<file path="config.mk">
export PLATFORM = sky130hd
export DESIGN_NAME = typed_unique_id_generator_top
export DESIGN_NICKNAME = d
export VERILOG_FILES = /design/src/rtl/uidg_pkg.sv /design/src/rtl/uidg_cnt_mem.sv /design/src/rtl/uidg_core.sv /design/src/rtl/typed_unique_id_generator_top.sv
export VERILOG_INCLUDE_DIRS = /design/src /design/src/rtl
export SDC_FILE = /design/constraint.sdc
export NUM_CORES = 2
export LEC_CHECK = 0
export BUFFER_PORTS_ARGS = -buffer_cell sky130_fd_sc_hd__buf_2
export CORE_MARGIN = 2
export CORE_UTILIZATION = 60
export DETAILED_ROUTE_END_ITERATION = 7
export GPL_TIMING_DRIVEN = 0
export PLACE_DENSITY_LB_ADDON = 0.2
export SYNTH_ARGS = -nofsm -noshare
export SYNTH_HDL_FRONTEND = slang
export SYNTH_HIERARCHICAL = 1
export SYNTH_SLANG_ARGS = --single-unit
</file>
<file path="constraint.sdc">
create_clock -name clk -period 12.6 [get_ports clk]
set_input_delay 0.63 -clock clk [delete_from_list [all_inputs] [get_ports clk]]
set_output_delay 0.63 -clock clk [all_outputs]
set_load 0.01 [all_outputs]
</file>
<file path="src/rtl/typed_unique_id_generator_top_defines.svh">
// Assertion macros used by the generator top to check its stream handshakes.
`ifndef TYPED_UNIQUE_ID_GENERATOR_TOP_DEFINES_SVH
`define TYPED_UNIQUE_ID_GENERATOR_TOP_DEFINES_SVH

// The consequent must hold in the same cycle as the antecedent.
`define UIDG_ASSERT_SAME(label, ante, cons) \
    label: assert property (@(posedge clk) disable iff (!rst_n) (ante) |-> (cons)) \
        else $error("uidg check failed");

// The consequent must hold in the cycle after the antecedent.
`define UIDG_ASSERT_NEXT(label, ante, cons) \
    label: assert property (@(posedge clk) disable iff (!rst_n) (ante) |=> (cons)) \
        else $error("uidg check failed");

`endif

</file>
<file path="src/rtl/uidg_pkg.sv">
package uidg_pkg;

    localparam int CNT_W  = 24;
    localparam int TAG_W  = 32;
    localparam int TYPE_W = 6;
    localparam int KIND_W = 2;
    localparam int GUID_W = 64;

    localparam logic [KIND_W-1:0] KIND_REQUEST = 2'd0;
    localparam logic [KIND_W-1:0] KIND_RESERVE = 2'd1;
    localparam logic [KIND_W-1:0] KIND_SET     = 2'd2;

    localparam logic [CNT_W-1:0] COUNT_MAX     = 24'hFFFFFF;
    localparam logic [CNT_W-1:0] SWITCH_LIMIT  = 24'h00FFFF;
    localparam logic [CNT_W-1:0] REQUEST_LIMIT = 24'h008000;

    typedef struct packed {
        logic [KIND_W-1:0] kind;
        logic [TYPE_W-1:0] type_id;
        logic [TAG_W-1:0]  tag_value;
    } item_t;

    typedef struct packed {
        logic [GUID_W-1:0] guid;
        logic              granted;
        logic              need_next_tag;
    } result_t;

    typedef struct packed {
        logic             wr;
        logic             clr;
        logic [CNT_W-1:0] cnt;
    } cnt_wr_t;

endpackage

</file>
<file path="src/rtl/uidg_cnt_mem.sv">
module uidg_cnt_mem
    import uidg_pkg::*;
#(
    parameter int NUM_TYPES = 64,
    localparam int IDX_W = (NUM_TYPES > 1) ? $clog2(NUM_TYPES) : 1
)
(
    input  logic             clk,
    input  logic             rst_n,
    input  logic             rd_en,
    input  logic [IDX_W-1:0] rd_idx,
    input  cnt_wr_t          wr,
    input  logic [IDX_W-1:0] wr_idx,
    output logic [CNT_W-1:0] cnt
);

    logic [CNT_W-1:0]     mem [NUM_TYPES];
    logic [NUM_TYPES-1:0] valid_reg;
    logic [CNT_W-1:0]     rd_raw_reg;
    logic [CNT_W-1:0]     byp_cnt_reg;
    logic                 byp_reg;
    logic                 zero_reg;
    logic                 byp_next;
    logic                 zero_next;
    logic                 rd_in_range;

    // A read in the same cycle as a write or clear takes the new contents.
    assign rd_in_range = (32'(rd_idx) < NUM_TYPES);
    assign byp_next    = !wr.clr && wr.wr && (wr_idx == rd_idx);
    assign zero_next   = wr.clr || (!byp_next && !(rd_in_range && valid_reg[rd_idx]));

    always_ff @(posedge clk)
    begin
        if (wr.wr)
        begin
            mem[wr_idx] <= wr.cnt;
        end
        if (rd_en)
        begin
            rd_raw_reg  <= mem[rd_idx];
            byp_cnt_reg <= wr.cnt;
        end
    end

    always_ff @(posedge clk or negedge rst_n)
    begin
        if (!rst_n)
        begin
            valid_reg <= '0;
            byp_reg   <= 1'b0;
            zero_reg  <= 1'b1;
        end
        else
        begin
            if (wr.clr)
            begin
                valid_reg <= '0;
            end
            else if (wr.wr)
            begin
                valid_reg[wr_idx] <= 1'b1;
            end
            if (rd_en)
            begin
                byp_reg  <= byp_next;
                zero_reg <= zero_next;
            end
        end
    end

    assign cnt = zero_reg ? '0 : (byp_reg ? byp_cnt_reg : rd_raw_reg);

endmodule

</file>
<file path="src/rtl/uidg_core.sv">
module uidg_core
    import uidg_pkg::*;
#(
    parameter int NUM_TYPES = 64,
    localparam int IDX_W = (NUM_TYPES > 1) ? $clog2(NUM_TYPES) : 1
)
(
    input  logic             clk,
    input  logic             rst_n,
    input  logic             fire,
    input  item_t            item,
    input  logic [CNT_W-1:0] cnt,
    output result_t          res,
    output cnt_wr_t          wr,
    output logic [IDX_W-1:0] wr_idx
);

    logic [CNT_W-1:0] highest_reg;
    logic [CNT_W-1:0] highest_next;
    logic [TAG_W-1:0] cur_tag_reg;
    logic [TAG_W-1:0] cur_tag_next;
    logic [TAG_W-1:0] next_tag_reg;
    logic [TAG_W-1:0] next_tag_next;
    logic             next_valid_reg;
    logic             next_valid_next;
    logic             pend_reg;
    logic             pend_next;
    logic [CNT_W-1:0] inc;
    logic [CNT_W-1:0] count_out;
    logic             in_range;
    logic             ok;
    logic             wr_en;
    logic             clr;

    assign in_range = (32'(item.type_id) < NUM_TYPES);
    assign inc      = cnt + CNT_W'(1);
    assign ok       = (item.kind == KIND_REQUEST) && in_range && (cnt < COUNT_MAX)
                      && (cur_tag_reg != '0);
    assign wr_idx   = IDX_W'(item.type_id);

    always_comb
    begin
        highest_next    = highest_reg;
        cur_tag_next    = cur_tag_reg;
        next_tag_next   = next_tag_reg;
        next_valid_next = next_valid_reg;
        pend_next       = pend_reg;
        count_out       = inc;
        wr_en           = 1'b0;
        clr             = 1'b0;
        unique case (item.kind)
            KIND_REQUEST:
            begin
                if (ok)
                begin
                    wr_en = 1'b1;
                    if (inc > highest_reg)
                    begin
                        highest_next = inc;
                        if ((inc > REQUEST_LIMIT) && !pend_reg && !next_valid_reg)
                        begin
                            pend_next = 1'b1;
                        end
                        if ((inc > SWITCH_LIMIT) && next_valid_reg)
                        begin
                            cur_tag_next    = next_tag_reg;
                            next_valid_next = 1'b0;
                            clr             = 1'b1;
                            highest_next    = '0;
                            count_out       = '0;
                        end
                    end
                end
            end
            KIND_RESERVE:
            begin
                pend_next = 1'b0;
                if (highest_reg >= SWITCH_LIMIT)
                begin
                    cur_tag_next    = item.tag_value;
                    next_valid_next = 1'b0;
                    next_tag_next   = '0;
                    clr             = 1'b1;
                    highest_next    = '0;
                end
                else
                begin
                    next_valid_next = 1'b1;
                    next_tag_next   = item.tag_value;
                end
            end
            KIND_SET:
            begin
                cur_tag_next    = item.tag_value;
                pend_next       = 1'b0;
                next_valid_next = 1'b0;
                next_tag_next   = '0;
                clr             = 1'b1;
                highest_next    = '0;
            end
            default:
            begin
            end
        endcase
    end

    always_ff @(posedge clk or negedge rst_n)
    begin
        if (!rst_n)
        begin
            highest_reg    <= '0;
            cur_tag_reg    <= '0;
            next_tag_reg   <= '0;
            next_valid_reg <= 1'b0;
            pend_reg       <= 1'b0;
        end
        else if (fire)
        begin
            highest_reg    <= highest_next;
            cur_tag_reg    <= cur_tag_next;
            next_tag_reg   <= next_tag_next;
            next_valid_reg <= next_valid_next;
            pend_reg       <= pend_next;
        end
    end

    assign wr.wr  = fire && wr_en;
    assign wr.clr = fire && clr;
    assign wr.cnt = count_out;

    assign res.guid          = ok ? {cur_tag_next, (8 - TYPE_W)'(0), item.type_id, count_out}
                                  : '0;
    assign res.granted       = ok;
    assign res.need_next_tag = pend_next;

endmodule

</file>
<file path="src/rtl/typed_unique_id_generator_top.sv">
// Typed unique identifier generator.
// The slave stream carries one item per transfer: s_tuser holds the kind (request,
// reserve next tag, set tag now) and s_tdata holds the type and the time tag.
// Every item gives exactly one result item on the master stream: the 64-bit
// identifier in m_tdata, and the granted and need-next-tag flags in m_tuser.
// An accepted item is registered while its type counter is read from the counter
// memory at the same edge; the result register is loaded from them when the item
// advances, which a stalled receiver can delay.
// One item per cycle is sustained while the receiver takes results; the separate
// read and write ports of the counter memory with a write-to-read bypass allow
// that rate, and clears of all counters are done at once through per-type valid flops.
// Reset empties both stages, clears all counters, tags and flags; no clearing
// pass is needed. When the receiver stalls, the result register holds its item,
// one more item may wait in the input register, and then s_tready drops.
`include "typed_unique_id_generator_top_defines.svh"

module typed_unique_id_generator_top
    import uidg_pkg::*;
#(
    parameter int NUM_TYPES = 64
)
(
    input  logic        clk,
    input  logic        rst_n,
    input  logic        s_tvalid,
    output logic        s_tready,
    input  logic [39:0] s_tdata,  // type_id[5:0], tag_value[37:6], zero fill
    input  logic [1:0]  s_tuser,  // kind[1:0]
    output logic        m_tvalid,
    input  logic        m_tready,
    output logic [63:0] m_tdata,  // guid[63:0]
    output logic [1:0]  m_tuser   // granted[0], need_next_tag[1]
);

    localparam int IDX_W = (NUM_TYPES > 1) ? $clog2(NUM_TYPES) : 1;

    logic             in_valid_reg;
    item_t            item_reg;
    item_t            item_next;
    logic             out_valid_reg;
    result_t          out_reg;
    result_t          res;
    cnt_wr_t          wr;
    logic [IDX_W-1:0] wr_idx;
    logic [CNT_W-1:0] cnt;
    logic             adv;
    logic             in_fire;

    assign adv      = in_valid_reg && (!out_valid_reg || m_tready);
    assign s_tready = !in_valid_reg || adv;
    assign in_fire  = s_tvalid && s_tready;

    assign item_next.kind      = s_tuser;
    assign item_next.type_id   = s_tdata[5:0];
    assign item_next.tag_value = s_tdata[37:6];

    uidg_cnt_mem #(
        .NUM_TYPES (NUM_TYPES)
    ) u_cnt_mem (
        .clk    (clk),
        .rst_n  (rst_n),
        .rd_en  (in_fire),
        .rd_idx (IDX_W'(item_next.type_id)),
        .wr     (wr),
        .wr_idx (wr_idx),
        .cnt    (cnt)
    );

    uidg_core #(
        .NUM_TYPES (NUM_TYPES)
    ) u_core (
        .clk    (clk),
        .rst_n  (rst_n),
        .fire   (adv),
        .item   (item_reg),
        .cnt    (cnt),
        .res    (res),
        .wr     (wr),
        .wr_idx (wr_idx)
    );

    always_ff @(posedge clk)
    begin
        if (in_fire)
        begin
            item_reg <= item_next;
        end
        if (adv)
        begin
            out_reg <= res;
        end
    end

    always_ff @(posedge clk or negedge rst_n)
    begin
        if (!rst_n)
        begin
            in_valid_reg  <= 1'b0;
            out_valid_reg <= 1'b0;
        end
        else
        begin
            if (in_fire)
            begin
                in_valid_reg <= 1'b1;
            end
            else if (adv)
            begin
                in_valid_reg <= 1'b0;
            end
            if (adv)
            begin
                out_valid_reg <= 1'b1;
            end
            else if (m_tready)
            begin
                out_valid_reg <= 1'b0;
            end
        end
    end

    assign m_tvalid   = out_valid_reg;
    assign m_tdata    = out_reg.guid;
    assign m_tuser[0] = out_reg.granted;
    assign m_tuser[1] = out_reg.need_next_tag;

    `UIDG_ASSERT_SAME(a_fail_zero, m_tvalid && !m_tuser[0], m_tdata == 64'd0)
    `UIDG_ASSERT_SAME(a_stall_cause, !s_tready, in_valid_reg && out_valid_reg && !m_tready)
    `UIDG_ASSERT_NEXT(a_drain, m_tvalid && m_tready && !in_valid_reg, !m_tvalid)

endmodule
</file>
==> metrics.md <==
| Metric | Value |
|---|---|
| FF+latch area | `0.05470 mm²` |
| CTS max path bufs | `3` |
| Filler cell count | `7272` |
| Tightest Pin Transition | `1.525 ns` |
| IO Port Bufs | `111` |
| Failing checks | `max-capacitance violations, max-slew violations` |
| Most frequent cells in the layout | `edfxtp_1 (1690), mux4_2 (498), nor2_1 (294)` |
| Total of max-cap violations | `1` |
| Required time of the critical path | `13.32 ns` |
| Initial antenna violation count | `5` |
| Avg Inst Size Synth | `19.64 µm²` |
| P_sw | `3.522 mW` |
| Combinational Power Share | `11.6%` |
| Initial Util | `60.53%` |
| Area leader, netlist | `edfxtp_1` |
| Fin area | `0.08530 mm²` |
| All-Layer GR Usage | `32.49%` |
| Power Dens Cells | `167.0 mW/mm²` |
| Asr flop ratio synth | `8.550%` |
| Most common cell after layout, fill and taps aside | `edfxtp_1` |
| Internal power | `10.72 mW` |
| Critical path's slowest cell | `nor4_1` |
| Final Wtd Congestion | `0.9871` |
| Clk pwr share | `37.7%` |
| Pre-CTS WS | `5.015 ns` |
| Top fanout value on the critical path | `10` |
| CTS Sinks | `1848` |
| CP cell instances | `clkbuf_1 > clkbuf_1 > mux2i_1 > nor2_1 > nand4_2 > or4_4 > nor3_1 > xnor2_1 > inv_1 > ha_1 > a21o_1 > a21o_1 > a21o_1 > a2111oi_0 > o211ai_1 > or3_1 > nand3_1 > nor3_1 > buf_2 > o21ba_2 > nor3b_1 > nand3_1 > nor4_1 > mux2_2` |
| Cell row count | `128` |
| Multi-input gate area | `0.01854 mm²` |
| Routed WL | `201500 µm` |
| Critical Path End Type | `register` |
| TNS Setup | `0 ns` |
| CTS tree | `done` |
| Total Nets Final | `4255` |
| Floorplan Core Area | `0.1220 mm²` |
| Area grow syn2layout | `15.47%` |
| Sw frac | `24.73%` |
| Slew Viols, Final | `11` |
| Final Cycle Share | `63.33%` |
| CP startpoint kind | `register` |
| Max incr delay on CP | `0.86 ns` |
| Area of the mapped netlist | `0.07387 mm²` |
| Critical path's most frequent cell | `a21o_1` |
| Hpwl dp | `128100 µm` |
| Largest net degree at the start of global routing | `92` |
| Crit Path Category | `reg2reg` |
| Final Hold Violating Endpoints | `0` |
| IO Count | `114` |
| Max FFs per register | `1536` |
| Fmax | `0.1253 GHz` |
| Maximum level of the CTS H-tree | `4` |
| GRT Residual Overflow | `0` |
| Sequential Power Share | `50.7%` |
| Total CTS buffers | `179` |
| Hold_buf cts | `32` |
| Worst-Skew Late Latency | `0.80 ns` |
| Final ANT Viol Nets | `0` |
| Cells after DPL | `5592` |
| Iter 0 DRT Violations | `6705` |
| Layout cells sized above 1 | `26.95%` |
| Leak | `28.46 nW` |
| Finish-stage setup viols | `0` |
| Die width | `354.9 µm` |
| Die height | `354.9 µm` |
| Non-filler cells, final | `5961` |
| Post-synth EDFFs | `1690` |
| RSZ-0062 raised after global routing | `no` |
| Yosys warnings | `6` |
| Clock-pin slew on the worst setup and hold paths | `0.06 ns` |
| Yosys reg bits | `1848` |
| WP data arrival | `8.70 ns` |
| Top-area cell type share of the netlist area | `68.70%` |
| Rel. slew slack | `-1.689%` |
| Die footprint | `0.1259 mm²` |
| Drt wl/cell | `33.80 µm` |
| First-pass GRT wire length | `288000 µm` |
| Clk root buf | `clkbuf_16` |
| Buf/Inv on CP | `4` |
| 1st-pass router iterations | `6` |
| Outcome | `complete, but fails checks` |
| Sequential area share after synthesis | `74.05%` |
| Fin crit period | `7.979 ns` |
| Netlist cell types | `66` |
| Prevailing post-synth register cell | `edfxtp_1` |
| Clock Skew | `0.03772 ns` |
| Hold Crit Class | `in2reg` |
| Vias per inst | `6.870` |
| Maximum vdd drop | `0.1515 mV` |
| Final WS setup | `4.621 ns` |
| Detailed-route via count | `40.95k` |
| Drt drc | `0` |
| Synthesized instance count | `3762` |
| CTS resizes | `0` |
| Placed cell area | `0.07906 mm²` |
| Largest delay share family, worst path | `simple AND/OR/NAND/NOR gates` |
| Number of post-CTS setup repair buffers | `0` |
| Top post-synthesis cells by area | `edfxtp_1 (69%), mux4_2 (15%), dfrtp_1 (5.3%), nor2_1 (1.9%), a221oi_1 (0.77%)` |
| Vias in the first global route | `40.40k` |
## power by group through the flow
stage	sequential [mW]	combinational (mW)	clock, mW
3_3_place_gp	7.38	1.45	0
3_5_place_dp	7.34	1.59	0
5_1_grt	7.24	1.75	5.66
2_1_floorplan	7.32	0.942	0
4_1_cts	7.22	1.61	5.42
6_report	7.23	1.65	5.37
## area by class of cell
type,instances,area share (%)
Sequential cell,1848,64.13
Buffer,225,1.275
Tap cell,1625,2.384
Clock buffer,232,5.676
Inverter,54,0.2376
Timing Repair Buffer,238,3.353
Multi-Input combinational cell,1636,21.73
Antenna cell,2,0.005867
Clock inverter,101,1.212
## cell usage after synthesis, types with 3 or more instances
cell type / instances
nor2b_1: 39
nor4_1: 20
clkbuf_1: 127
a221oi_1: 65
mux4_2: 498
buf_6: 10
nand2_1: 147
edfxtp_1: 1690
or3_1: 3
and2_1: 10
buf_4: 25
and4_1: 4
mux2_4: 20
buf_2: 40
ha_1: 27
nand2b_1: 7
a21o_1: 8
o211ai_1: 4
a22o_1: 32
inv_1: 52
o21ai_0: 37
nor3_1: 78
nor2_1: 377
mux2i_1: 28
a31oi_1: 47
xnor3_1: 3
a22oi_1: 26
buf_1: 21
a21oi_1: 8
nand4_1: 19
a211oi_1: 32
mux2_2: 6
o31ai_1: 3
and3_1: 14
xnor2_1: 16
dfrtp_1: 157
nand3_1: 17
xor2_1: 11
## cell families (layout without fill, tap and decap cells)
group / Yosys count / in the layout / synth area share [%]
buffers and inverters: 279 / 850 / 1.745
xor gates and xnor gates: 31 / 31 / 0.4437
muxes: 552 / 552 / 16.06
other: 1 / 4 / 0.005076
adders and majority gates: 27 / 27 / 0.4573
DFF: 1848 / 1848 / 74.05
AOI/OAI and AO/OA: 273 / 273 / 2.722
and+or+nand+nor: 751 / 751 / 4.515
## metal layers
layer  routed length [µm]  global-route usage (%)
met4                10170                   14.40
met1                71080                   44.73
met2                94870                   50.35
met3                25330                   7.923
met5                   29                       0
## through the flow
stage          hold slack [ns]  total power, mW  utilization [%]
3_5_place_dp            0.4829            8.930            64.78
6_report               0.02687            14.24            69.90
3_3_place_gp            0.4705            8.829            62.66
5_1_grt               0.006040            14.64            69.90
4_1_cts              0.0001285            14.25            69.86
2_1_floorplan           0.3344            8.264                -
## worst paths after layout
kind | start | slack (ns) | cells past startpoint | to
worst min-delay path | s_tdata[20] | 0.03 | 1 | item_reg[14]$_DFFE_PP_
worst max register to register | u_cnt_mem/byp_reg$_DFFE_PN0P_ | 4.62 | 24 | u_cnt_mem/byp_reg$_DFFE_PN0P_
min in group asynchronous | rst_n | 0.40 | 2 | m_tvalid$_DFFE_PN0P_
worst min register to register | u_cnt_mem/valid_reg[46]$_DFFE_PN0P_ | 0.50 | 2 | u_cnt_mem/valid_reg[46]$_DFFE_PN0P_
max in group asynchronous | rst_n | 11.26 | 3 | u_core/next_tag_reg[3]$_DFFE_PN0P_
worst max-delay path | u_cnt_mem/byp_reg$_DFFE_PN0P_ | 4.62 | 24 | u_cnt_mem/byp_reg$_DFFE_PN0P_
No activity file was read; power rests on OpenSTA's default activity.
